**src/hdl/dbsm_pkg.sv**
```systemverilog
// Package with the types and constants of the draw batch sphere merger.
package dbsm_pkg;

   localparam int FIELD_LIMIT = 65536;
   localparam logic [30:0] RADIUS_MAX = 31'h7FFF_FFFF;
   localparam int ROOT_BITS = 34;
   localparam logic [5:0] ITER_TOP = 6'(ROOT_BITS - 1);
   localparam logic [1:0] AXIS_LAST = 2'd2;

   typedef struct packed {
      logic               kind;
      logic [63:0]        batch_key;
      logic               casts_shadow;
      logic               is_transparent;
      logic signed [31:0] sphere_x;
      logic signed [31:0] sphere_y;
      logic signed [31:0] sphere_z;
      logic signed [31:0] sphere_radius;
   } req_type;

   typedef struct packed {
      logic [15:0]        first_instance;
      logic [16:0]        instance_count;
      logic signed [31:0] bound_x;
      logic signed [31:0] bound_y;
      logic signed [31:0] bound_z;
      logic [30:0]        bound_radius;
   } rsp_type;

   typedef enum logic [2:0] {
      ST_IDLE,
      ST_DECIDE,
      ST_SUMSQ,
      ST_SQRT,
      ST_CHOOSE,
      ST_PRODUCT,
      ST_DIVIDE,
      ST_MOVE
   } state_type;

   typedef struct packed {
      logic capture;
      logic emit;
      logic flush_clear;
      logic open_batch;
      logic count_inc;
      logic set_draw;
      logic sumsq_step;
      logic sqrt_step;
      logic keep_max;
      logic nk_load;
      logic prod_step;
      logic div_step;
      logic move_step;
   } cmd_type;

   typedef struct packed {
      logic need_emit;
      logic rsp_busy;
      logic is_flush;
      logic keep;
      logic same;
      logic r_zero;
      logic big_r_zero;
      logic ax_last;
      logic iter_done;
      logic contained;
      logic swallow;
      logic d_zero;
   } status_type;

endpackage

```
**src/hdl/dbsm_ctrl.sv**
```systemverilog
// Controller state machine of the draw batch sphere merger.
module dbsm_ctrl (
   input  logic                 clock,
   input  logic                 reset,
   input  logic                 req_valid,
   output logic                 req_stall,
   input  dbsm_pkg::status_type status,
   output dbsm_pkg::cmd_type    cmd
);
   import dbsm_pkg::*;

   state_type state_ff, state_in;

   always_ff @(posedge clock) begin
      if (reset) begin
         state_ff <= ST_IDLE;
      end else begin
         state_ff <= state_in;
      end
   end

   always_comb begin
      state_in = state_ff;
      unique case (state_ff)
         ST_IDLE: begin
            if (req_valid) state_in = ST_DECIDE;
         end
         ST_DECIDE: begin
            if (!(status.need_emit && status.rsp_busy)) begin
               if (status.is_flush || !status.keep || !status.same || status.r_zero
                   || status.big_r_zero) begin
                  state_in = ST_IDLE;
               end else begin
                  state_in = ST_SUMSQ;
               end
            end
         end
         ST_SUMSQ: begin
            if (status.ax_last) state_in = ST_SQRT;
         end
         ST_SQRT: begin
            if (status.iter_done) state_in = ST_CHOOSE;
         end
         ST_CHOOSE: begin
            if (status.contained || status.swallow || status.d_zero) begin
               state_in = ST_IDLE;
            end else begin
               state_in = ST_PRODUCT;
            end
         end
         ST_PRODUCT: state_in = ST_DIVIDE;
         ST_DIVIDE: begin
            if (status.iter_done) state_in = ST_MOVE;
         end
         ST_MOVE: begin
            state_in = status.ax_last ? ST_IDLE : ST_PRODUCT;
         end
         default: state_in = ST_IDLE;
      endcase
   end

   always_comb begin
      cmd = '0;
      unique case (state_ff)
         ST_IDLE: cmd.capture = req_valid;
         ST_DECIDE: begin
            if (!(status.need_emit && status.rsp_busy)) begin
               cmd.emit = status.need_emit;
               if (status.is_flush) begin
                  cmd.flush_clear = 1'b1;
               end else if (status.keep && !status.same) begin
                  cmd.open_batch = 1'b1;
               end else if (status.keep) begin
                  cmd.count_inc = 1'b1;
                  cmd.set_draw  = status.big_r_zero && !status.r_zero;
               end
            end
         end
         ST_SUMSQ: cmd.sumsq_step = 1'b1;
         ST_SQRT: cmd.sqrt_step = 1'b1;
         ST_CHOOSE: begin
            if (status.contained) begin
               cmd = '0;
            end else if (status.swallow) begin
               cmd.set_draw = 1'b1;
            end else if (status.d_zero) begin
               cmd.keep_max = 1'b1;
            end else begin
               cmd.nk_load = 1'b1;
            end
         end
         ST_PRODUCT: cmd.prod_step = 1'b1;
         ST_DIVIDE: cmd.div_step = 1'b1;
         ST_MOVE: cmd.move_step = 1'b1;
         default: cmd = '0;
      endcase
   end

   assign req_stall = (state_ff != ST_IDLE);

endmodule

```
**config.mk**
```make
export PLATFORM = sky130hd
export DESIGN_NAME = dbsm_ctrl
export DESIGN_NICKNAME = d
export VERILOG_FILES = /design/src/hdl/dbsm_pkg.sv /design/src/hdl/dbsm_ctrl.sv
export SDC_FILE = /design/constraint.sdc
export NUM_CORES = 1
export LEC_CHECK = 0
export ABC_AREA = 1
export BUFFER_PORTS_ARGS = -buffer_cell sky130_fd_sc_hd__clkbuf_2
export CAP_MARGIN = 40
export CORE_AREA = 2 2 39 41
export CTS_CLUSTER_SIZE = 16
export DETAILED_ROUTE_END_ITERATION = 8
export DIE_AREA = 0 0 41 43
export MAX_ROUTING_LAYER = met4
export PLACE_DENSITY = 0.56
export SETUP_SLACK_MARGIN = 0.2
export SLEW_MARGIN = 20
export SYNTH_ARGS = -nofsm -noshare
export SYNTH_HDL_FRONTEND = slang
export SYNTH_SLANG_ARGS = --single-unit
```
**constraint.sdc**
```tcl
create_clock -name clock -period 1.15 [get_ports clock]
set_input_delay 0.0575 -clock clock [delete_from_list [all_inputs] [get_ports clock]]
set_output_delay 0.0575 -clock clock [all_outputs]
set_load 0.01 [all_outputs]
```
==> out/results.tsv <==
metric	value	unit
outcome	complete, but fails checks	
violations	negative setup slack	
worst_flop_to_flop_path_endpoint	state_ff[0]	
nets	129	
rsz_0062_raised_after_global_routing	true	
initial_utilization	26.7	%
synth_simple_gate_area_share	63.4	%
max_slew_margin	87.8	%
synth_seq_area_share	16.3	%
syn_area_per_cell	5.20	µm²
rrSetupSlack	-60	ps
area_share_of_the_largest_cell_type_after_synthesis	17.3	%
filler_cell_count	138	
die-height	43	µm
antenna-diode-count	0	
total_power_density_per_cell_area	2150	nW/µm²
worst_ep_required_time	1090	ps
grtUsageTotal	14.9	%
placement_rows	14	
maxClockFrequency	0.803	GHz
top_level_ports	29	
maximum_number_of_pins_on_one_net_before_global_route_repair	8	
synth_edf_count	0	
ys_seq_elements	3	
initialDrtViolationCount	9	
vias_per_cell	4.71	
drv.max_cap_violation_count	0	
ys_warn_count	0	
timing.hold.worst.start	reset	
synth_compound_area_share	4.07	%
drt-pass1-iter-count	4	
io_buffers	28	
synthFlopType	dfxtp_1	
min_period_over_period	108	%
grt_pass1_vias	455	
number_of_hold_violations_in_the_final_report	0	
r2r_cells	9	
synth.cell_area	369	µm²
timing.final.crit_period	1240	ps
leakage	0.432	nW
setup.worst_path.class	reg -> out	
tritoncts.num_buffers	3	
largest_registers_ranked_by_flip_flop_count	state_ff (3)	
worstHoldEndpoint	state_ff[2]	
postRouteWirelength	1220	µm
synth-adder-area-share	0	%
grt_overflow	0	
final-instance-count-excl-fill	129	
core	1380	µm²
synthDominantAreaCellType	nand2_1	
synth.area.top_cells	nand2_1 17%, dfxtp_1 16%, nor2_1 14%	
element_type_at_the_critical_path_start	flip-flop	
timing_worst_slew_pin_value	183	ps
muxShareOfSynthArea	0	%
yosysUniqueCellTypes	14	
ir_worst_vdd	0.975	mV
top_register	state_ff	
antenna_violations_before_repair	0	
worstSkewPairLatency	240	ps
syn_to_final_growth	100	%
cts_hold_buffers	0	
timing.critical_path.fanout_max	5	
synthArstFlopShare	0	%
cp-end-kind	output port	
dieWidth	41	µm
setup-violations-final	11	
grt_pass1_wl	1830	µm
placed_wire_length_estimate	923	µm
routedWlPerCell	9.43	µm
gp_congestion	0.801	
overall_die_area	1760	µm²
clkSinkCount	3	
synth-xor-area-share	0	%
dpl.cell_count	117	
bufs_on_longest_clock_path	2	
cts.htree.levels	1	
number_of_instances_in_the_synthesized_netlist	71	
synth_top_family_by_area	simple AND/OR/NAND/NOR gates	
pre_cts_slack	11.7	ps
hp-class	in -> reg	
largest_register_ff_count	3	
cts_root_buffer	clkbuf_4	
synth_common_cells	17 x nand2_1, 14 x nor2_1, 11 x inv_1	
drt_drc_violations_left	0	
maxSlewViolCount	0	
clkTransAtPathRegs	40	ps
timing.clock.skew	7.65	ps
worst_r2r_startpoint	state_ff[0]	
crit_arrival	1190	ps
tritoncts	yes	
min_path_cells	4	
mappedNetlistNets	86	
post-route-worst-setup-slack	-94.6	ps
ant_nets	0	
dr_total_vias	607	
drive_gt1_share	58.4	%
synthMostInstantiatedCell	nand2_1	
final cells by class:
cell class,count,area [µm²],share of cell area (%)
inverter,13,58.8,7.97
timing repair buffer,39,239,32.4
tap,16,20.0,2.71
clock buffer,4,26.3,3.56
multi-input combinational,54,323,43.7
sequential,3,71.3,9.66
kinds of logic after synthesis:
| logic type | after synthesis |
|---|---|
| AND/OR/NAND/NOR | 51 |
| buffers and inverters | 14 |
| flip-flops | 3 |
| AO/OA/AOI/OAI | 3 |
report_power, final:
group | total [W] | switching [W] | internal, W
sequential | 0.000299 | 0.000122 | 0.000177
combinational | 0.00110 | 0.000558 | 0.000541
clock | 0.000189 | 0.0000589 | 0.000130
worst max-delay path by stage:
stage / from / end / slack [ps] / cells past startpoint
floorplan: state_ff[2] / state_ff[2] / 100 / 7
global placement: state_ff[0] / state_ff[2] / 5 / 7
detailed placement: state_ff[0] / state_ff[0] / 10 / 8
CTS: state_ff[2] / cmd[9] / -120 / 4
global route: state_ff[0] / cmd[7] / -170 / 5
finish: state_ff[0] / cmd[9] / -90 / 5
placed cells by master (no fill, tap or decap):
master,count
nor2_4,3
clkbuf_1,1
o21ai_1,1
nand4_1,2
clkbuf_2,15
clkbuf_4,3
nand2_2,6
buf_2,11
dfxtp_4,3
nor2_1,10
nand2_1,11
nand3_1,9
nand4_4,1
buf_4,10
nand3_2,1
buf_6,3
inv_1,9
nor3_2,1
a21oi_2,1
nor3_1,1
nor3_4,1
nand3b_1,2
nor2_2,3
inv_6,2
a21oi_1,1
inv_2,2
metal layers:
metal / GRT usage, % / wire length [µm] / up-vias
met4: 2.00 / 7 / 0
li1: - / - / 311
met2: 21.3 / 609 / 18
met5: - / 0 / -
met3: 4.71 / 71 / 2
met1: 20.9 / 527 / 276
critical path, cell delays in order (launching register included):
cell,delay (ps)
dfxtp_4,380
inv_6,50
nor3_4,150
nand2_2,110
nor3_2,100
buf_2,150
what timing repair did:
item,in CTS,in global routing
pin swaps,8,2
cloned,0,0
gates resized for setup,14,16
setup buffers,5,3
setup endpoints to repair,17,17
hold endpoints to repair,0,0
through the flow:
step / hold slack, ps / total power, W / utilization (%) / cell area [µm²] / setup TNS [ps]
after floorplan: 148 / 0.000828 / - / 424 / 0
after global placement: 319 / 0.00106 / 43.0 / 596 / 0
after detailed placement: 321 / 0.00106 / 43.0 / 596 / 0
after CTS: 61.6 / 0.00148 / 50.8 / 703 / -549
after global routing: 79.9 / 0.00170 / 53.3 / 738 / -1380
final: 68.7 / 0.00159 / 53.3 / 738 / -534
Note: power is estimated with default switching activity, not from simulation.
